## config.mk

```make
export PLATFORM = sky130hd
export DESIGN_NAME = differential_track_drive_timeout_unit
export DESIGN_NICKNAME = d
export VERILOG_FILES = /design/src/hdl/dtd_pkg.sv /design/src/hdl/differential_track_drive_timeout_unit.sv
export SDC_FILE = /design/constraint.sdc
export NUM_CORES = 1
export LEC_CHECK = 0
export ABC_AREA = 1
export BUFFER_PORTS_ARGS = -buffer_cell sky130_fd_sc_hd__buf_2
export CAP_MARGIN = 20
export CORE_UTILIZATION = 28
export CTS_CLUSTER_SIZE = 24
export DETAILED_ROUTE_END_ITERATION = 6
export PLACE_DENSITY = 0.44
export SYNTH_ARGS = -nofsm -noshare
export SYNTH_HDL_FRONTEND = slang
export SYNTH_SLANG_ARGS = --single-unit
```

## constraint.sdc

```tcl
create_clock -name clk_i -period 3.5 [get_ports clk_i]
set_input_delay 0.7 -clock clk_i [delete_from_list [all_inputs] [get_ports clk_i]]
set_output_delay 0.7 -clock clk_i [all_outputs]
set_load 0.05 [all_outputs]
```

## src/hdl/dtd_pkg.sv

```systemverilog
// ----------------------------------------------------------------------------
// dtd_pkg
// Shared types and constants for the differential track drive timeout unit.
// ----------------------------------------------------------------------------
package dtd_pkg;

  localparam int unsigned DutyBitsDefault = 10;
  localparam int unsigned PctScale        = 100;
  localparam int unsigned MagBits         = 7;
  localparam int unsigned SpeedBits       = 8;
  localparam int unsigned MsBits          = 16;
  localparam logic [MsBits-1:0] MaxDurationReset = 16'd30000;
  localparam logic signed [SpeedBits-1:0] SpeedLimit = 8'sd100;

  typedef enum logic [1:0] {
    OP_SET  = 2'd0,
    OP_STOP = 2'd1,
    OP_TICK = 2'd2
  } opcode_e;

  typedef enum logic {
    STATUS_OK      = 1'b0,
    STATUS_INV_ARG = 1'b1
  } status_e;

  typedef struct packed {
    logic [1:0]                  opcode;
    logic signed [SpeedBits-1:0] left_speed;
    logic signed [SpeedBits-1:0] right_speed;
    logic [MsBits-1:0]           run_ms;
  } request_t;

endpackage

```

## src/hdl/differential_track_drive_timeout_unit.sv

```systemverilog
// ----------------------------------------------------------------------------
// differential_track_drive_timeout_unit
// Two-sided H-bridge drive with signed percent speeds and a millisecond
// run timeout.
// ----------------------------------------------------------------------------
// Requests (set, stop, tick) arrive on the in_* valid/ready channel; each
// request yields exactly one result on the out_* valid/ready channel showing
// status, bridge enable, the four PWM duties and the expiry flag after it.
// A request is captured in an input register and then applied to the drive
// state while its result is loaded into the result register: out_valid_o
// rises on the edge that applies it, and one request is taken every cycle
// while the receiver keeps up. When it stalls, the result register holds
// and the input register fills; in_ready_o drops only while both are full.
// The cfg_* channel writes the largest accepted run duration and is always
// ready; users write it only while no request is in flight, unchecked.
// Reset clears the duties, the bridge enable, the countdown and both
// pipeline valids, and loads the duration limit with 30000 ms.
// ----------------------------------------------------------------------------
module differential_track_drive_timeout_unit #(
  parameter int unsigned DUTY_BITS = dtd_pkg::DutyBitsDefault
) (
  input  logic                                   clk_i,
  input  logic                                   rst_ni,
  input  logic                                   in_valid_i,
  output logic                                   in_ready_o,
  input  logic [1:0]                             opcode_i,
  input  logic signed [dtd_pkg::SpeedBits-1:0]   left_speed_i,
  input  logic signed [dtd_pkg::SpeedBits-1:0]   right_speed_i,
  input  logic [dtd_pkg::MsBits-1:0]             run_ms_i,
  input  logic                                   cfg_valid_i,
  output logic                                   cfg_ready_o,
  input  logic [dtd_pkg::MsBits-1:0]             cfg_max_duration_ms_i,
  output logic                                   out_valid_o,
  input  logic                                   out_ready_i,
  output logic                                   status_o,
  output logic                                   bridge_enable_o,
  output logic [DUTY_BITS-1:0]                   left_reverse_duty_o,
  output logic [DUTY_BITS-1:0]                   left_forward_duty_o,
  output logic [DUTY_BITS-1:0]                   right_reverse_duty_o,
  output logic [DUTY_BITS-1:0]                   right_forward_duty_o,
  output logic                                   drive_expired_o
);

  localparam int unsigned DutyMax = (1 << DUTY_BITS) - 1;
  localparam int unsigned LutSize = 1 << dtd_pkg::MagBits;
  localparam int unsigned NumCh   = 4;
  localparam int unsigned ChLRev  = 0;
  localparam int unsigned ChLFwd  = 1;
  localparam int unsigned ChRRev  = 2;
  localparam int unsigned ChRFwd  = 3;

  logic [DUTY_BITS-1:0] duty_lut [LutSize];

  for (genvar m = 0; m < LutSize; m++) begin : g_lut
    localparam int unsigned Entry = (m * DutyMax) / dtd_pkg::PctScale;
    assign duty_lut[m] = DUTY_BITS'(Entry);
  end

  logic                          req_valid_q;
  dtd_pkg::request_t             req_q;
  logic                          advance;

  logic [dtd_pkg::MsBits-1:0]    max_ms_q;

  logic [DUTY_BITS-1:0]          duty_q [NumCh];
  logic [DUTY_BITS-1:0]          duty_d [NumCh];
  logic                          enabled_q, enabled_d;
  logic [dtd_pkg::MsBits-1:0]    remaining_q, remaining_d;
  logic                          status_d, expired_d;

  logic                          res_valid_q;
  logic                          res_status_q, res_enable_q, res_expired_q;
  logic [DUTY_BITS-1:0]          res_duty_q [NumCh];

  logic [dtd_pkg::SpeedBits-1:0] left_abs, right_abs;
  logic [DUTY_BITS-1:0]          left_duty, right_duty;
  logic                          speed_bad;

  assign advance     = req_valid_q && (!res_valid_q || out_ready_i);
  assign in_ready_o  = !req_valid_q || advance;
  assign cfg_ready_o = 1'b1;

  always_ff @(posedge clk_i or negedge rst_ni) begin
    if (!rst_ni) begin
      max_ms_q <= dtd_pkg::MaxDurationReset;
    end else if (cfg_valid_i) begin
      max_ms_q <= cfg_max_duration_ms_i;
    end
  end

  always_ff @(posedge clk_i or negedge rst_ni) begin
    if (!rst_ni) begin
      req_valid_q <= 1'b0;
    end else if (in_ready_o) begin
      req_valid_q <= in_valid_i;
    end
  end

  always_ff @(posedge clk_i) begin
    if (in_valid_i && in_ready_o) begin
      req_q.opcode      <= opcode_i;
      req_q.left_speed  <= left_speed_i;
      req_q.right_speed <= right_speed_i;
      req_q.run_ms      <= run_ms_i;
    end
  end

  assign left_abs   = req_q.left_speed[dtd_pkg::SpeedBits-1]
                      ? dtd_pkg::SpeedBits'(-req_q.left_speed)
                      : dtd_pkg::SpeedBits'(req_q.left_speed);
  assign right_abs  = req_q.right_speed[dtd_pkg::SpeedBits-1]
                      ? dtd_pkg::SpeedBits'(-req_q.right_speed)
                      : dtd_pkg::SpeedBits'(req_q.right_speed);
  assign left_duty  = duty_lut[left_abs[dtd_pkg::MagBits-1:0]];
  assign right_duty = duty_lut[right_abs[dtd_pkg::MagBits-1:0]];
  assign speed_bad  = (req_q.left_speed > dtd_pkg::SpeedLimit)
                   || (req_q.left_speed < -dtd_pkg::SpeedLimit)
                   || (req_q.right_speed > dtd_pkg::SpeedLimit)
                   || (req_q.right_speed < -dtd_pkg::SpeedLimit);

  always_comb begin
    duty_d      = duty_q;
    enabled_d   = enabled_q;
    remaining_d = remaining_q;
    status_d    = dtd_pkg::STATUS_OK;
    expired_d   = 1'b0;
    unique case (req_q.opcode)
      dtd_pkg::OP_SET: begin
        if (speed_bad || (req_q.run_ms > max_ms_q)) begin
          status_d = dtd_pkg::STATUS_INV_ARG;
        end else begin
          for (int i = 0; i < NumCh; i++) duty_d[i] = '0;
          enabled_d   = 1'b0;
          remaining_d = '0;
          if ((req_q.run_ms != '0) &&
              ((req_q.left_speed != '0) || (req_q.right_speed != '0))) begin
            if (req_q.left_speed > 0) duty_d[ChLFwd] = left_duty;
            if (req_q.left_speed < 0) duty_d[ChLRev] = left_duty;
            if (req_q.right_speed > 0) duty_d[ChRFwd] = right_duty;
            if (req_q.right_speed < 0) duty_d[ChRRev] = right_duty;
            enabled_d   = 1'b1;
            remaining_d = req_q.run_ms;
          end
        end
      end
      dtd_pkg::OP_STOP: begin
        for (int i = 0; i < NumCh; i++) duty_d[i] = '0;
        enabled_d   = 1'b0;
        remaining_d = '0;
      end
      dtd_pkg::OP_TICK: begin
        if (remaining_q != '0) begin
          remaining_d = remaining_q - 1'b1;
          if (remaining_q == dtd_pkg::MsBits'(1)) begin
            for (int i = 0; i < NumCh; i++) duty_d[i] = '0;
            enabled_d = 1'b0;
            expired_d = 1'b1;
          end
        end
      end
      default: begin
      end
    endcase
  end

  always_ff @(posedge clk_i or negedge rst_ni) begin
    if (!rst_ni) begin
      for (int i = 0; i < NumCh; i++) duty_q[i] <= '0;
      enabled_q   <= 1'b0;
      remaining_q <= '0;
    end else if (advance) begin
      duty_q      <= duty_d;
      enabled_q   <= enabled_d;
      remaining_q <= remaining_d;
    end
  end

  always_ff @(posedge clk_i or negedge rst_ni) begin
    if (!rst_ni) begin
      res_valid_q <= 1'b0;
    end else if (!res_valid_q || out_ready_i) begin
      res_valid_q <= req_valid_q;
    end
  end

  always_ff @(posedge clk_i) begin
    if (advance) begin
      res_status_q  <= status_d;
      res_enable_q  <= enabled_d;
      res_expired_q <= expired_d;
      res_duty_q    <= duty_d;
    end
  end

  assign out_valid_o          = res_valid_q;
  assign status_o             = res_status_q;
  assign bridge_enable_o      = res_enable_q;
  assign drive_expired_o      = res_expired_q;
  assign left_reverse_duty_o  = res_duty_q[ChLRev];
  assign left_forward_duty_o  = res_duty_q[ChLFwd];
  assign right_reverse_duty_o = res_duty_q[ChRRev];
  assign right_forward_duty_o = res_duty_q[ChRFwd];

endmodule
```

Word-level counts from Yosys, hierarchy flattened

Memory sizes are Yosys's and may differ from the RTL's.
Cells that the tools add are included.

Bits in registers: 152
Bits in read-only memories: 2,560
Word-level logic and storage cells: 89
Memories kept: 2

Add/sub/neg operators: 3
$lt $le $gt $ge: 11
Equality and inequality tests: 5
Mux-type cells: 26
Bitwise logic cells: 2
Reductions and logical operators: 20

Memories:

| name             | words | bits a word | rd ports | clocked after Yosys merged registers in | write ports | RTL line                                     | RTL |
|---|---|---|---|---|---|---|---|
| (name not given) | 128   | 10          | 1        | 0                                       | 0           | differential_track_drive_timeout_unit.sv:115 | `assign right_duty = duty_lut[right_abs[dtd_pkg::MagBits-1:0]];` |
| (name not given) | 128   | 10          | 1        | 0                                       | 0           | differential_track_drive_timeout_unit.sv:114 | `assign left_duty = duty_lut[left_abs[dtd_pkg::MagBits-1:0]];` |

Operators by type and width:

| operator                                                  | count |
|---|---|
| 2-to-1 mux 40 bit                                         | 4 |
| one-hot mux 40 bit (3 select lines)                       | 1 |
| 2-to-1 mux 10 bit                                         | 8 |
| 2-to-1 mux 16 bit                                         | 3 |
| one-hot mux 16 bit (3 select lines)                       | 1 |
| nonzero test 16 bit                                       | 2 |
| == test 16 x 1 -> 1 bit (second input constant)           | 1 |
| greater-or-equal comparator 8 bit (second input constant) | 2 |
| > comparator 16 bit                                       | 1 |
| > comparator 8 x 1 -> 1 bit (second input constant)       | 2 |
| > comparator 8 bit (second input constant)                | 2 |
| < comparator 8 x 1 -> 1 bit (second input constant)       | 2 |
| < comparator 8 bit (second input constant)                | 2 |
| inverter 7 -> 8 bit                                       | 2 |
| nonzero test 8 bit                                        | 2 |
| subtractor 16 x 1 -> 16 bit (second input constant)       | 1 |
| 2-to-1 mux 7 bit                                          | 2 |
| negation 7 bit                                            | 2 |
| logical OR 1 bit                                          | 7 |
| 2-to-1 mux 1 bit                                          | 6 |
| inequality test 2 bit (second input constant)             | 2 |
| AND reduction 4 bit                                       | 1 |
| logical AND 1 bit                                         | 3 |
| one-hot mux 1 bit (3 select lines)                        | 1 |
| other kinds (6)                                           | 7 |

Depth between registers and ports, before layout

Depth after elaboration: 10
Mapped depth: 21
Mapped depth without buffers: 21

Worst setup path before layout

OpenSTA, ideal clock, no wires.

Kind: register to register
From: register req_q[24] in the netlist's numbering
To: register res_duty_q, in the netlist left_reverse_duty_o[4] (data pin)
Library setup time: 0.262 ns
Arrival: 2.399 ns
Required time: 3.238 ns
Slack: 0.839 ns
Stages on the path, launching flop included: 16
Buffers on the path: 0
Cells stage by stage: edfxtp_1 -> inv_2 -> ha_1 -> nand2_1 -> o21ai_1 -> ha_1 -> inv_1 -> nand3_1 -> nand2_1 -> nand2_1 -> nand2_1 -> nand2_1 -> nand3_1 -> nand3_1 -> nand3_1 -> a21boi_0

RTL lines:

| item                 | RTL line                                     | RTL |
|---|---|---|
| start, declared      | differential_track_drive_timeout_unit.sv:60  | `dtd_pkg::request_t req_q;` |
| end signal, assigned | differential_track_drive_timeout_unit.sv:191 | `res_duty_q <= duty_d;` |
| end, declared        | differential_track_drive_timeout_unit.sv:73  | `logic [DUTY_BITS-1:0] res_duty_q [NumCh];` |

==> flow_metrics.env <==
export IMPL_outcome="complete, no violations"
export IMPL_drc=0
export IMPL_fillers=4082
export IMPL_cts_buffers=17
export IMPL_rsz0062_at_grt="no"
export IMPL_drt_total_wl_um=34600
export IMPL_yosysWarnings=0
export IMPL_worstPathRequired_ps=3700
export IMPL_post_route_cells_drive_above_1_share_pct=13.7
export IMPL_initial_core_util_pct=28.5
export IMPL_clockBufferDepth=2
export IMPL_ctsResizeCount=0
export IMPL_tightest_slew_ps=627
export IMPL_area_growth_pct=15.3
export IMPL_grt_overflow_total=0
export IMPL_antenna_found_initial=0
export IMPL_postSynthAreaPerCell_um2=6.94
export IMPL_drtIter0Drc=756
export IMPL_synth_seq_cells=152
export IMPL_finClkSkew_ps=14.7
export IMPL_multi_input_area_um2=5730
export IMPL_slew_headroom_pct=58.2
export IMPL_grt_pass1_vias=10000
export IMPL_crit_type="reg2reg"
export IMPL_clk_latency_ps=460
export IMPL_cts_sinks=152
export IMPL_final_min_clock_period_ps=3150
export IMPL_die_area_um2=39200
export IMPL_clk_pin_slew_ps=70
export IMPL_fin_cells=2164
export IMPL_netlist_area_um2=10800
export IMPL_grt_util_all_layers_pct=18.3
export IMPL_endpoint_kind="register"
export IMPL_io_pins=101
export IMPL_cellPowerDensity_nw_per_um2=540
export IMPL_cp_max_fo=10
export IMPL_dp_hpwl_um=25000
export IMPL_num_nets_final=1741
export IMPL_final_setup_viol_count=0
export IMPL_worstSetupStartpointType="register"
export IMPL_grt_pass1_wl_um=55300
export IMPL_seq_area_um2=4200
export IMPL_cts_tree="built"
export IMPL_routed_via_density=4.81
export IMPL_cts_root_buf="clkbuf_16"
export IMPL_ir_worst_vdd_v=0.000387
export IMPL_synthCells=1551
export IMPL_fmax_ghz=0.317
export IMPL_finalMaxSlewViolations=0
export IMPL_chipWidth_um=198
export IMPL_cts_hold_buf=0
export IMPL_whs_ps=221
export IMPL_post_cts_setup_buffers=0
export IMPL_ys_seq_area_share_pct=39.0
export IMPL_vias=10400
export IMPL_postRouteAntennaNets=0
export IMPL_rows=71
export IMPL_dp_cells=2131
export IMPL_wl_per_cell_um=16.0
export IMPL_fin_tns_setup_ps=0
export IMPL_core_area_um2=37800
export IMPL_fp_dieH_um=198
export IMPL_ys_types=47
export IMPL_final_core_util_pct=32.9
export IMPL_port_buffers=99
export IMPL_hold_viol_final=0
export IMPL_drv_cap=0
export IMPL_h_tree_depth=4
export IMPL_fin_crit_sh_pct=90.0
export IMPL_critical_path_arrival_ps=3350
export IMPL_first_pass_iters=5
export IMPL_holdCritPathClass="in2async"
export IMPL_p_total_mw=6.71
export IMPL_grt_max_degree=76
export IMPL_leakage_nw=6.25
export IMPL_synth_fp_nets=1653
export IMPL_place_gp_congestion=0.931
## cells by family after synthesis
logic type,after synthesis,share of synthesized area [%]
AO/OA/AOI/OAI,137,7.06
XOR/XNOR,2,0.337
adder cells (fa/ha/maj),47,5.46
buffers and inverters,186,7.74
flip-flops,152,39.0
multiplexers,1,0.105
other,1,0.0348
AND/OR/NAND/NOR,1025,40.3
## where the power goes
part	internal, mW	total [mW]	switching [mW]
clock	1.08	1.96	0.881
combinational	0.683	2.37	1.68
sequential	2.20	2.38	0.180
total	3.96	6.71	2.74
## synth_stat cells, drive strengths merged
| cell | n | area, µm² |
|---|---|---|
| nor4 | 1 | 6.26 |
| a21boi | 1 | 7.51 |
| a21o | 1 | 7.51 |
| a32oi | 3 | 26.3 |
| nand4 | 15 | 100 |
| nand3b | 1 | 7.51 |
| a31oi | 11 | 68.8 |
| conb | 1 | 3.75 |
| nand2 | 664 | 2560 |
| a2bb2oi | 1 | 8.76 |
| dfstp | 7 | 184 |
| clkinv | 2 | 7.51 |
| ha | 47 | 588 |
| dfrtp | 68 | 1700 |
| inv | 127 | 477 |
| nor3 | 11 | 66.3 |
| nand3 | 213 | 1090 |
| clkbuf | 12 | 45.0 |
| o211ai | 7 | 52.6 |
| edfxtp | 77 | 2310 |
| mux2 | 1 | 11.3 |
| o21ai | 74 | 378 |
| a21oi | 33 | 169 |
| a32o | 1 | 10.0 |
| and3 | 1 | 6.26 |
| nor2 | 112 | 445 |
| o22ai | 5 | 31.3 |
| nor3b | 1 | 7.51 |
| or2 | 6 | 37.5 |
| xor2 | 2 | 36.3 |
| buf | 45 | 304 |
## critical path, cell delays in order, from the launching register on
cell      delay [ps]
edfxtp_1         570
inv_2            150
ha_1             310
nand2_1           60
o21ai_2          190
inv_1            280
ha_1             440
nand2_1          160
nand2_1          140
nand2_1           50
nand2_1           80
nand2_1           50
nand3_1           70
nand3_1          130
nand3_1          120
nand2_1           90
## through the flow
step                setup slack, ps  instance area [µm²]
global route                   15.2                12400
floorplan                       839                10800
global placement                447                11800
detailed placement              377                11800
finish                          349                12400
CTS                             358                12400
## flip-flops by register name (all words and copies together), names as in the netlist, 10 cells and up
register	cells
duty_q	40
left_forward_duty_o	10
left_reverse_duty_o	10
max_ms_q	16
remaining_q	16
req_q	34
right_forward_duty_o	10
right_reverse_duty_o	10
## per-layer routing
metal / wire (µm) / global-route usage (%) / vias up / part of all wire, %
met5: 0 / 0 / - / 0
met4: 636 / 5.68 / 0 / 1.8
met3: 1830 / 3.30 / 47 / 5.3
met2: 15500 / 28.7 / 347 / 45
met1: 16600 / 25.5 / 4786 / 48
li1: - / - / 5228 / -
## final timing paths
check                                       start                                 to  slack, ps  cells past startpoint
min in group clk_i                left_speed_i[1]                req_q[25]$_DFFE_PP_        410                      1
max in group asynchronous                  rst_ni              duty_q[4]$_DFFE_PN0P_       2790                      2
max reg2reg                   req_q[16]$_DFFE_PP_  right_forward_duty_o[3]$_DFFE_PP_        350                     15
min reg2reg                duty_q[21]$_DFFE_PN0P_             duty_q[21]$_DFFE_PN0P_        480                      2
min                                        rst_ni             duty_q[33]$_DFFE_PN0P_        220                      2
max                           req_q[16]$_DFFE_PP_  right_forward_duty_o[3]$_DFFE_PP_        350                     15
## layout by cell type, fill, tap and decap left out, types with 14 or more instances in the layout
cell	Yosys	routed
buf_4	14	24
dfrtp_1	68	68
nand2_2	23	23
edfxtp_1	77	77
nor2_1	104	104
buf_2	24	98
o21ai_0	60	60
nand3_1	209	209
nand4_1	14	14
nand2_1	639	639
ha_1	47	47
clkbuf_16	0	17
inv_1	115	115
a21oi_1	32	32
## area by class of cell
type,count,area share (%)
antenna,1,0.0202
clock buffer,17,3.43
clock inverter,15,1.45
inverter,129,3.91
multi-input combinational,1213,46.2
sequential,152,33.8
tap,511,5.15
timing repair buffer,126,6.05
Power figures use the tool's default switching activity.
